$ cat src/design/ordered_list_insert_store_core_defines.svh
// Assertion macros shared by the ordered list store RTL.
// Needs signal clk in the scope of each use, and rst for OLIS_ASSERT.
`ifndef ORDERED_LIST_INSERT_STORE_CORE_DEFINES_SVH
`define ORDERED_LIST_INSERT_STORE_CORE_DEFINES_SVH

// Checked only outside reset.
`define OLIS_ASSERT(lbl, prop, msg) \
  lbl: assert property (@(posedge clk) disable iff (rst) prop) else $error(msg);

// Checked in every cycle, reset included.
`define OLIS_ASSERT_ALWAYS(lbl, prop, msg) \
  lbl: assert property (@(posedge clk) prop) else $error(msg);

`endif

$ cat src/design/olis_pkg.sv
// Package for the ordered list store: sizes, mode codes and status codes.
// No dependencies.
`default_nettype none
package olis_pkg;

  localparam int DEPTH  = 32;
  localparam int CNT_W  = $clog2(DEPTH + 1);
  localparam int IDX_W  = $clog2(DEPTH);
  localparam int VAL_W  = 32;
  localparam int POS_W  = 6;
  localparam int OIDX_W = 5;
  localparam int CMP_W  = (CNT_W > POS_W) ? CNT_W : POS_W;

  localparam logic [1:0] MODE_APPEND = 2'd0;
  localparam logic [1:0] MODE_INSERT = 2'd1;
  localparam logic [1:0] MODE_READ   = 2'd2;

  localparam logic [1:0] ST_OK    = 2'd0;
  localparam logic [1:0] ST_POS   = 2'd1;
  localparam logic [1:0] ST_FULL  = 2'd2;
  localparam logic [1:0] ST_EMPTY = 2'd3;

endpackage
`default_nettype wire

$ cat src/design/ordered_list_insert_store_core.sv
// Ordered list store: element memory, insert shifter and read-out sequencer.
// Depends on olis_pkg and ordered_list_insert_store_core_defines.svh.
//
// Usage: drive mode, position and value and raise start; the word is taken
// at a clock edge where start is high and busy is low. Each result word is
// shown on out_value, out_index, status and last for exactly one cycle with
// strobe high; the receiver cannot hold results off, so it must take them.
// Append and insert give one status word. An insert at position p with
// count n elements moves n-p elements, each through the registered read
// of the element memory: a read state and a write state per element
// (S_SH_RD, S_SH_WR), then one write of the new value (S_INS); busy stays
// high meanwhile and the status word is shown in the cycle where busy
// drops. An append goes straight to the write of the new value.
// A rejected insert or append (bad position, full list) shows its status
// word in the cycle right after acceptance and busy stays low. Read-out
// issues one memory read per cycle and emits one element word per cycle;
// each word passes the memory read register and the output register, and
// busy stays high until the last element word is shown.
// An empty list gives a single empty-status word. Mode 3 is dropped.
// Reset clears the element count and the sequencer; memory contents are
// not cleared and need not be, since only entries below the count are read.
`default_nettype none
`include "ordered_list_insert_store_core_defines.svh"
module ordered_list_insert_store_core
  import olis_pkg::*;
(
  input  wire logic                     clk,
  input  wire logic                     rst,
  input  wire logic                     start,
  output logic                          busy,
  input  wire logic [1:0]               mode,
  input  wire logic [POS_W-1:0]         position,
  input  wire logic signed [VAL_W-1:0]  value,
  output logic                          strobe,
  output logic signed [VAL_W-1:0]       out_value,
  output logic [OIDX_W-1:0]             out_index,
  output logic [1:0]                    status,
  output logic                          last
);

  localparam logic [2:0] S_IDLE  = 3'd0;
  localparam logic [2:0] S_SH_RD = 3'd1;
  localparam logic [2:0] S_SH_WR = 3'd2;
  localparam logic [2:0] S_INS   = 3'd3;
  localparam logic [2:0] S_RD    = 3'd4;

  logic [2:0]       state;
  logic [CNT_W-1:0] count;
  logic [CNT_W-1:0] ptr;
  logic [CNT_W-1:0] pos;
  logic [VAL_W-1:0] val;

  logic             pend_valid;
  logic [IDX_W-1:0] pend_index;
  logic             pend_last;

  logic [VAL_W-1:0] mem [DEPTH];
  logic [VAL_W-1:0] rd_data;
  logic [IDX_W-1:0] rd_addr;
  logic             mem_we;
  logic [IDX_W-1:0] mem_waddr;
  logic [VAL_W-1:0] mem_wdata;

  logic [CNT_W-1:0] ptr_dec;
  logic [CNT_W-1:0] target;
  logic             pos_bad;
  logic             accept;

  // The last read-out word is still pending after the sequencer returns
  // to idle, so a new command must wait for it.
  assign busy    = (state != S_IDLE) || pend_valid;
  assign accept  = start && !busy;
  assign ptr_dec = ptr - CNT_W'(1);

  // Insert target: the tail for append, the given position for insert.
  assign target  = (mode == MODE_APPEND) ? count : CNT_W'(position);
  assign pos_bad = (mode == MODE_INSERT) &&
                   (CMP_W'(position) > CMP_W'(count));

  always_comb begin
    mem_we    = 1'b0;
    mem_waddr = pos[IDX_W-1:0];
    mem_wdata = val;
    rd_addr   = ptr_dec[IDX_W-1:0];
    unique case (state)
      S_SH_WR: begin
        mem_we    = 1'b1;
        mem_waddr = ptr[IDX_W-1:0];
        mem_wdata = rd_data;
      end
      S_INS: begin
        mem_we = 1'b1;
      end
      S_RD: begin
        rd_addr = ptr[IDX_W-1:0];
      end
      default: begin
      end
    endcase
  end

  always_ff @(posedge clk) begin
    if (mem_we) begin
      mem[mem_waddr] <= mem_wdata;
    end
    rd_data <= mem[rd_addr];
  end

  always_ff @(posedge clk) begin
    if (rst) begin
      state      <= S_IDLE;
      count      <= '0;
      strobe     <= 1'b0;
      pend_valid <= 1'b0;
    end else begin
      strobe     <= 1'b0;
      pend_valid <= 1'b0;

      // Read data lands in the cycle after its address; emit it then.
      if (pend_valid) begin
        strobe    <= 1'b1;
        out_value <= rd_data;
        out_index <= OIDX_W'(pend_index);
        status    <= ST_OK;
        last      <= pend_last;
      end

      unique case (state)
        S_IDLE: begin
          if (accept) begin
            val <= value;
            if (mode == MODE_APPEND || mode == MODE_INSERT) begin
              if (pos_bad || count == CNT_W'(DEPTH)) begin
                strobe    <= 1'b1;
                out_value <= '0;
                out_index <= '0;
                status    <= pos_bad ? ST_POS : ST_FULL;
                last      <= 1'b1;
              end else begin
                pos   <= target;
                ptr   <= count;
                state <= (target == count) ? S_INS : S_SH_RD;
              end
            end else if (mode == MODE_READ) begin
              if (count == '0) begin
                strobe    <= 1'b1;
                out_value <= '0;
                out_index <= '0;
                status    <= ST_EMPTY;
                last      <= 1'b1;
              end else begin
                ptr   <= '0;
                state <= S_RD;
              end
            end
          end
        end
        S_SH_RD: begin
          state <= S_SH_WR;
        end
        S_SH_WR: begin
          ptr   <= ptr_dec;
          state <= (ptr_dec == pos) ? S_INS : S_SH_RD;
        end
        S_INS: begin
          count     <= count + CNT_W'(1);
          strobe    <= 1'b1;
          out_value <= '0;
          out_index <= '0;
          status    <= ST_OK;
          last      <= 1'b1;
          state     <= S_IDLE;
        end
        S_RD: begin
          pend_valid <= 1'b1;
          pend_index <= ptr[IDX_W-1:0];
          pend_last  <= (ptr + CNT_W'(1) == count);
          ptr        <= ptr + CNT_W'(1);
          if (ptr + CNT_W'(1) == count) begin
            state <= S_IDLE;
          end
        end
        default: begin
          state <= S_IDLE;
        end
      endcase
    end
  end

  `OLIS_ASSERT(a_count_bound, count <= CNT_W'(DEPTH), "element count exceeds depth")
  `OLIS_ASSERT(a_count_step,
    !$stable(count) |-> strobe && status == ST_OK && last &&
      count == $past(count) + CNT_W'(1),
    "count changed without an ok status word")
  `OLIS_ASSERT(a_status_word,
    strobe && status != ST_OK |-> out_value == '0 && out_index == '0 && last,
    "error status word carries element data")
  `OLIS_ASSERT(a_write_state, mem_we |-> state == S_SH_WR || state == S_INS,
    "memory written outside an insert")
  `OLIS_ASSERT_ALWAYS(a_reset, rst |=> count == '0 && !strobe && !busy,
    "reset did not clear the sequencer")

endmodule
`default_nettype wire

$ cat config.mk
export PLATFORM = sky130hd
export DESIGN_NAME = ordered_list_insert_store_core
export DESIGN_NICKNAME = d
export VERILOG_FILES = /design/src/design/olis_pkg.sv /design/src/design/ordered_list_insert_store_core.sv
export VERILOG_INCLUDE_DIRS = /design/src /design/src/design
export SDC_FILE = /design/constraint.sdc
export NUM_CORES = 1
export LEC_CHECK = 0
export BUFFER_PORTS_ARGS = -buffer_cell sky130_fd_sc_hd__buf_2
export CAP_MARGIN = 25
export CORE_MARGIN = 5
export CORE_UTILIZATION = 45
export DETAILED_ROUTE_END_ITERATION = 16
export PLACE_DENSITY = 0.65
export SYNTH_ARGS = -nofsm -noshare
export SYNTH_HDL_FRONTEND = slang
export SYNTH_SLANG_ARGS = --single-unit
$ cat constraint.sdc
create_clock -name clk -period 4.05 [get_ports clk]
set_input_delay 0.2025 -clock clk [delete_from_list [all_inputs] [get_ports clk]]
set_output_delay 0.2025 -clock clk [all_outputs]
set_load 0.02 [all_outputs]
==> results.md, run 1 <==
- Tot GR Track Use: about a quarter
- Combinational Power Share: 7.2%
- Die Ht: 345.7 µm
- Post-CTS Resized: 0
- Final nets: 4059
- Post-synth EDFFs: 1114
- Area share of the largest cell type after synthesis: 65.95%
- Highest routed layer: met4
- CTS clock-pin slew for the worst setup and hold paths: approximately 0.06 ns
- Crit-path max cell delay: 0.70 ns
- First-pass GRT wire length: 213.4 mm
- Sw Ratio: 23.01%
- Mapped Cells: 3925
- Starting Density: 45.21%
- Asr flop ratio synth: 0%
- Slew Limit Fails: 0
- Critical Path RT: 4.62 ns
- Post-synthesis cell area: 50730 µm²
- Die area: 119500 µm²
- Root Buffer: clkbuf_16
- Routed via count: 33600
- Sequential share of the synthesized area: between 60% and 70%
- Synth top area cells: edfxtp_1 (66%), mux2i_1 (5.2%), nand2_1 (5.0%)
- MaxCap Viol Count: 0
- Sequential Power Share: 51.9%
- Layout cells sized above 1: a little over an eighth
- N_diodes: 0
- CP Max Fanout: 28
- Placed cells: ~5300
- Total CTS buffers: 113
- Startpoint Class: flop
- Synthesized area per cell: 12.92 µm²
- Crit share post-route: a little over four fifths
- Int Power: approximately 0.02 W
- Clk_skew: around 0.049 ns
- Post-Route WL: 144.7 mm
- #FFs+latches synth: 1157
- Main synth FF type: edfxtp_1
- Pwr/cell area: about 450 nW/µm²
- Total congestion overflow: 0
- R2R setup slack: roughly 0.61 ns
- Critical R2R Launch: state[0]
- Drt first pass iters: 5
- Hold Fails Final Rpt: 0
- Post-CTS setup buffers: 0
- Outcome: finished clean
- Most used cell, CP: buf_4
- H-Tree Depth: 3
- RR Endpoint: rd_data[14]
- Fin cells: around 5600
- WHS Path Cells: 4
- Multi-input gate area in the final layout: 15530 µm²
- Clk sink count: 1157
- Worst VDD drop: 362.8 µV
- Crit path DAT: between 4 and 5 ns
- Post-Place Cell Area: 53610 µm²
- GP Congestion: 0.8403
- Detail Route Antenna Nets: 0
- Worst Tran Pin Value: 1.014 ns
- Drt via density: around 6.0
- Fillcell total: 9302
- Core area: 112200 µm²
- Switching power: 0.005996 W
- Final hold slack: 0.08170 ns
- Post-DR wirelength/cell: 25.83 µm
- Critical Path, Cell by Cell: or3b_4, buf_4, inv_6, ha_1, and2_4, buf_4, a32oi_1, a31oi_1, nor4_1
- Clk Latency, worst-skew pair: 0.72 ns
- Hold path endpoint: status[0]
- Max-Slew Margin vs Limit: 32.21%
- Drt first-iter violations: 3752
- Leakage: 19.36 nW
- Vias in the first global route: 31930
- Crit Path Class: flop to flop
- Pin count of the biggest net entering global routing: 136
- Clock Power Share: between 40% and 50%
- Layout area overhead: 14.41%
- Number of cell rows: between 100 and 150
- Met2 WL: 67.20 mm
- Synth cell types: 56
- DRT met1 WL: roughly 61 mm
- Crit path max-delay cell type: dfxtp_1
- I/O Pins: between 80 and 90
- Peak Freq: slightly below 300 MHz
- CTS tree: yes
- # port buffers: 84
- Yosys warnings: 0
- WL met3: 12.58 mm
- Clock Path Buffers: 3
- Design Area, Final: a little under 60000 µm²
- Critical path capture point type: flop
- Post-layout min period: 3.438 ns
- RSZ-0062 raised after global routing: no
- Mapped Nets: 3979
- Final setup vio count: 0
- Worst hold start: start
- FF+latch area: 34310 µm²
- Total power: 0.02606 W
- Post-DP HPWL: 80.54 mm
- Hold crit path type: primary input to flop
- Antenna violations before repair: 0
- FF-to-FF path depth: 9
- Die W: about 350 µm
- Final setup TNS: 0 ns
- DRC errors left: 0
- Dominant cell type by area after synthesis: edfxtp_1
[worst max-delay path by stage]
stage,slack [ns],endpoint,cells after the start,from
6_report,0.61,rd_data[14],9,state[0]
3_5_place_dp,0.72,rd_data[14],9,state[0]
3_3_place_gp,0.74,rd_data[14],9,state[0]
2_1_floorplan,0.38,pos[0],6,state[0]
5_1_grt,0.46,rd_data[14],9,state[0]
4_1_cts,0.69,rd_data[14],9,state[0]
[power by group through the flow]
stage | registers, W | clock network [W] | logic [W]
finish | 0.0135 | 0.0106 | 0.00189
global route | 0.0135 | 0.0113 | 0.00202
CTS | 0.0135 | 0.0108 | 0.00182
detailed placement | 0.0138 | 0 | 0.00178
global placement | 0.0138 | 0 | 0.00175
floorplan | 0.0137 | 0 | 0.00109
[cell families after synthesis]
| kind of cell | count (synthesis) | share of synthesized area [%] |
|---|---|---|
| DFF | 1157 | 67.64 |
| AOI/OAI and AO/OA | 816 | 10.47 |
| muxes | 365 | 7.452 |
| xor gates and xnor gates | 32 | 0.5525 |
| adders and majority gates | 11 | 0.2713 |
| and+or+nand+nor | 1234 | 11.14 |
| buffers and inverters | 310 | 2.467 |
[through the flow]
step | utilization, % | setup WS (ns)
5_1_grt | 51.73 | 0.4641
3_5_place_dp | 47.79 | 0.7236
3_3_place_gp | 47.75 | 0.7440
6_report | 51.73 | 0.6122
2_1_floorplan | - | 0.3813
4_1_cts | 51.51 | 0.6851
[cells in the final DEF, fill, tap and decap left out, types with 30 or more instances in the layout]
cell type,n
edfxtp_1,1114
nand2_1,671
mux2i_1,264
a211oi_1,260
o21ai_0,230
nand3_1,137
nor2b_1,131
a31oi_1,130
and2_1,129
clkbuf_16,113
mux2_2,101
buf_4,86
buf_2,84
a21oi_1,71
a32oi_1,64
nor2_1,57
dfxtp_1,42
dlygate4sd3_1,41
buf_12,38
nor4_1,36
nor2_4,35
a22oi_1,32
clkbuf_1,30
[repair_timing]
| item | CTS | global route |
|---|---|---|
| hold endpoints to repair | 48 | 0 |
| hold buffers | 41 | 0 |
| setup endpoints to repair | 0 | 0 |
[flip-flops by register name, summed over array words and instances (netlist names)]
register    flops
out_index       5
strobe          1
val            32
pos             6
state           3
ptr             6
last            1
mem          1024
count           6
pend_last       1
rd_data        32
pend_index      5
out_value      32
pend_valid      1
status          2
[cells in the mapped netlist (3+ instances only)]
cell / n
nor3b_1: 3
mux2i_1: 264
a31oi_1: 133
o21ai_0: 230
dfxtp_1: 43
buf_1: 18
a21oi_1: 71
buf_2: 49
mux2_2: 101
a22oi_1: 32
nor4_1: 36
ha_1: 11
edfxtp_1: 1114
nand4_1: 5
xnor2_1: 25
a32oi_1: 64
clkbuf_1: 221
nand2_1: 671
xor2_1: 7
o31ai_1: 5
a211oi_1: 260
buf_4: 5
nor3_1: 9
nand3_1: 137
nor2_1: 92
nor2b_1: 132
nand2b_1: 6
and2_1: 131
inv_1: 15
[final cells by class]
type,instances,share of cell area (%)
Sequential cell,1157,59.12
Multi-Input combinational cell,2458,26.75
Clock buffer,156,5.375
Timing Repair Buffer,259,4.286
Tap cell,1500,3.234
Clock inverter,57,1.112
Inverter,16,0.1164
[layer usage]
metal  vias up  global-route usage (%)
li1      14980                       -
met1     16830                   33.09
met2      1557                   37.51
met3       235                   3.827
met4         0                   7.292
met5         -                       0
[critical path, delay by kind of cell, from the launching register on]
family | cells | cell delay, ns
AO/OA/AOI/OAI | 2 | 0.52
adder cells (fa/ha/maj) | 1 | 0.48
buffers and inverters | 3 | 0.61
flip-flops | 1 | 0.70
AND/OR/NAND/NOR | 3 | 0.98
(Power assumes the default switching activity.)
==> inputs of run 2 (changes only) <==
==> constraint.sdc (replaced) <==
create_clock -name clk -period 3.2 [get_ports clk]
set_input_delay 0.16 -clock clk [delete_from_list [all_inputs] [get_ports clk]]
set_output_delay 0.16 -clock clk [all_outputs]
set_load 0.02 [all_outputs]
==> results.md, run 2 (synthesis gave the netlist of run 1 again) <==
- Die Ht: 345.7 µm (unchanged)
- Layout area overhead: 15.87%
- I/O Pins: 85 (unchanged)
- Startpoint Class: flop
- Tot GR Track Use: 24.05% (+0.64 points)
- Total congestion overflow: 0 (unchanged)
- Clk Latency, worst-skew pair: 0.70 ns (-0.02 ns)
- Layout cells sized above 1: 14.59% (+1.4 points)
- Max reg flops: 1024 (unchanged)
- Slew Limit Fails: 0 (unchanged)
- Routed via count: 34090 (+1.4%)
- First-pass GRT wire length: 219.3 mm (+2.8%)
- Drt first-iter violations: 3897 (+3.9%)
- Pin count of the biggest net entering global routing: 131 (-3.7%)
- Drt via density: 6.020 (+0.37%)
- Drt first pass iters: 5 (unchanged)
- MaxCap Viol Count: 0 (unchanged)
- Clk sink count: 1157 (unchanged)
- Final nets: 4116 (+1.4%)
- Die W: 345.7 µm (unchanged)
- Fin cells: 5663 (+1.1%)
- Crit path max-delay cell type: nor4_2
- Post-layout min period: 3.002 ns (-0.4363 ns)
- Critical path capture point type: flop
- Post-DR wirelength/cell: 26.17 µm (+1.3%)
- Most common cell after layout, fill and taps aside: edfxtp_1
- Post-Route WL: 148.2 mm (+2.4%)
- Critical Path, Cell by Cell: buf_12, nor4b_1, buf_4, a21o_4, buf_12, buf_4, nand2_1, a32oi_1, a31oi_1, nor4_2
- # port buffers: 84 (unchanged)
- Pwr/cell area: 568.4 nW/µm² (+27%)
- CTS clock-pin slew for the worst setup and hold paths: 0.06 ns (about the same)
- Crit path DAT: 3.54 ns (-0.47 ns)
- Layout Utilization: 52.39% (+0.66 points)
- Number of cell rows: 123 (unchanged)
- Vias in the first global route: 32490 (+1.8%)
- Crit Path Class: flop to flop
- Peak Freq: 333.2 MHz (+15%)
- Max-Slew Margin vs Limit: 44.32% (+12 points)
- Detail Route Antenna Nets: 0 (unchanged)
- CTS tree: yes
- Clk_skew: 0.04256 ns (-0.006230 ns)
- Crit share post-route: 93.80% (+8.9 points)
- Starting Density: 45.21% (unchanged)
- Post-CTS setup buffers: 0 (unchanged)
- Post-DP HPWL: 86.10 mm (+6.9%)
- H-Tree Depth: 3 (unchanged)
- Clock Path Buffers: 3 (unchanged)
- GP Congestion: 0.8547 (+1.7%)
- Placed cells: 5404 (+1.2%)
- Total CTS buffers: 114 (+0.88%)
- Die area: 119500 µm² (unchanged)
- Crit-path max cell delay: 0.53 ns (-0.17 ns)
- Antenna violations before repair: 3 (+3)
- Hold crit path type: primary input to flop
- CP Max Fanout: 46 (+64%)
- Leakage: 19.75 nW (+2.0%)
- Final setup vio count: 0 (unchanged)
- Root Buffer: clkbuf_16
- Hold Fails Final Rpt: 0 (unchanged)
- Outcome: finished clean
- Final setup TNS: 0 ns (unchanged)
- Biggest register: mem
- Worst VDD drop: 414.9 µV (+14%)
- Core area: 112200 µm² (unchanged)
- DRC errors left: 0 (unchanged)
- RSZ-0062 raised after global routing: no
- Most frequent cells in the layout: edfxtp_1 (1114), nand2_1 (671), mux2i_1 (264), a211oi_1 (260), o21ai_0 (230)
- Worst Tran Pin Value: 0.8352 ns (-0.1793 ns)
- Critical Path RT: 3.74 ns (-0.88 ns)
-- run 2: area by class of cell --
cell class                 count  area, µm²
inverter                      16      67.56
sequential                  1157      34310
clock inverter                56      691.9
antenna                        2      5.005
clock buffer                 159       3183
multi-input combinational   2458      15540
tap                         1500       1877
fill                        9107      53420
timing repair buffer         315       3098
-- run 2: metrics by stage --
stage	area, µm²	power, W	worst slack [ns]	hold slack [ns]
2_1_floorplan	50770	0.01872	-0.1804	0.2589
3_3_place_gp	54470	0.01981	0.05474	0.3380
3_5_place_dp	54470	0.01984	0.1041	0.3382
4_1_cts	58770	0.03353	0.08535	0.1345
5_1_grt	58770	0.03441	0.07427	0.1780
6_report	58780	0.03341	0.1985	0.1761
-- run 2: worst paths after layout --
check	end	startpoint	cells after the start	slack, ns
worst min-delay path	val[22]	value[22]	2	0.18
worst max-delay path	rd_data[1]	ptr[1]	10	0.20
worst max register to register	rd_data[1]	ptr[1]	10	0.20
worst min register to register	last	pend_last	2	0.57
-- run 2: critical path, delay by kind of cell (launching register included) --
| family | cells | cell delay (ns) |
|---|---|---|
| flops | 1 | 0.46 |
| buf+inv | 4 | 0.93 |
| compound gates | 3 | 0.53 |
| simple gates | 3 | 0.87 |
-- run 2: per-layer routing --
layer	global-route usage (%)	routed length, µm	part of all wire [%]
met1	34.78	62280	42
met2	37.20	67400	45
met3	4.945	14740	9.9
met4	6.799	3781	2.6
met5	0	18	0.012
-- run 2: power by group --
part	switching, W	internal [W]	leakage, nW
logic	0.00169	0.000799	7.42
clock network	0.00578	0.00801	1.89
registers	0.000231	0.0169	10.4
total	0.00770	0.0257	19.7
-- run 2: what timing repair did --
action                                  4_1_cts  5_1_grt
resized for setup                             0        1
hold buffers                                 42        0
endpoints found under the setup margin        0        1
endpoints found under the hold margin        49        0
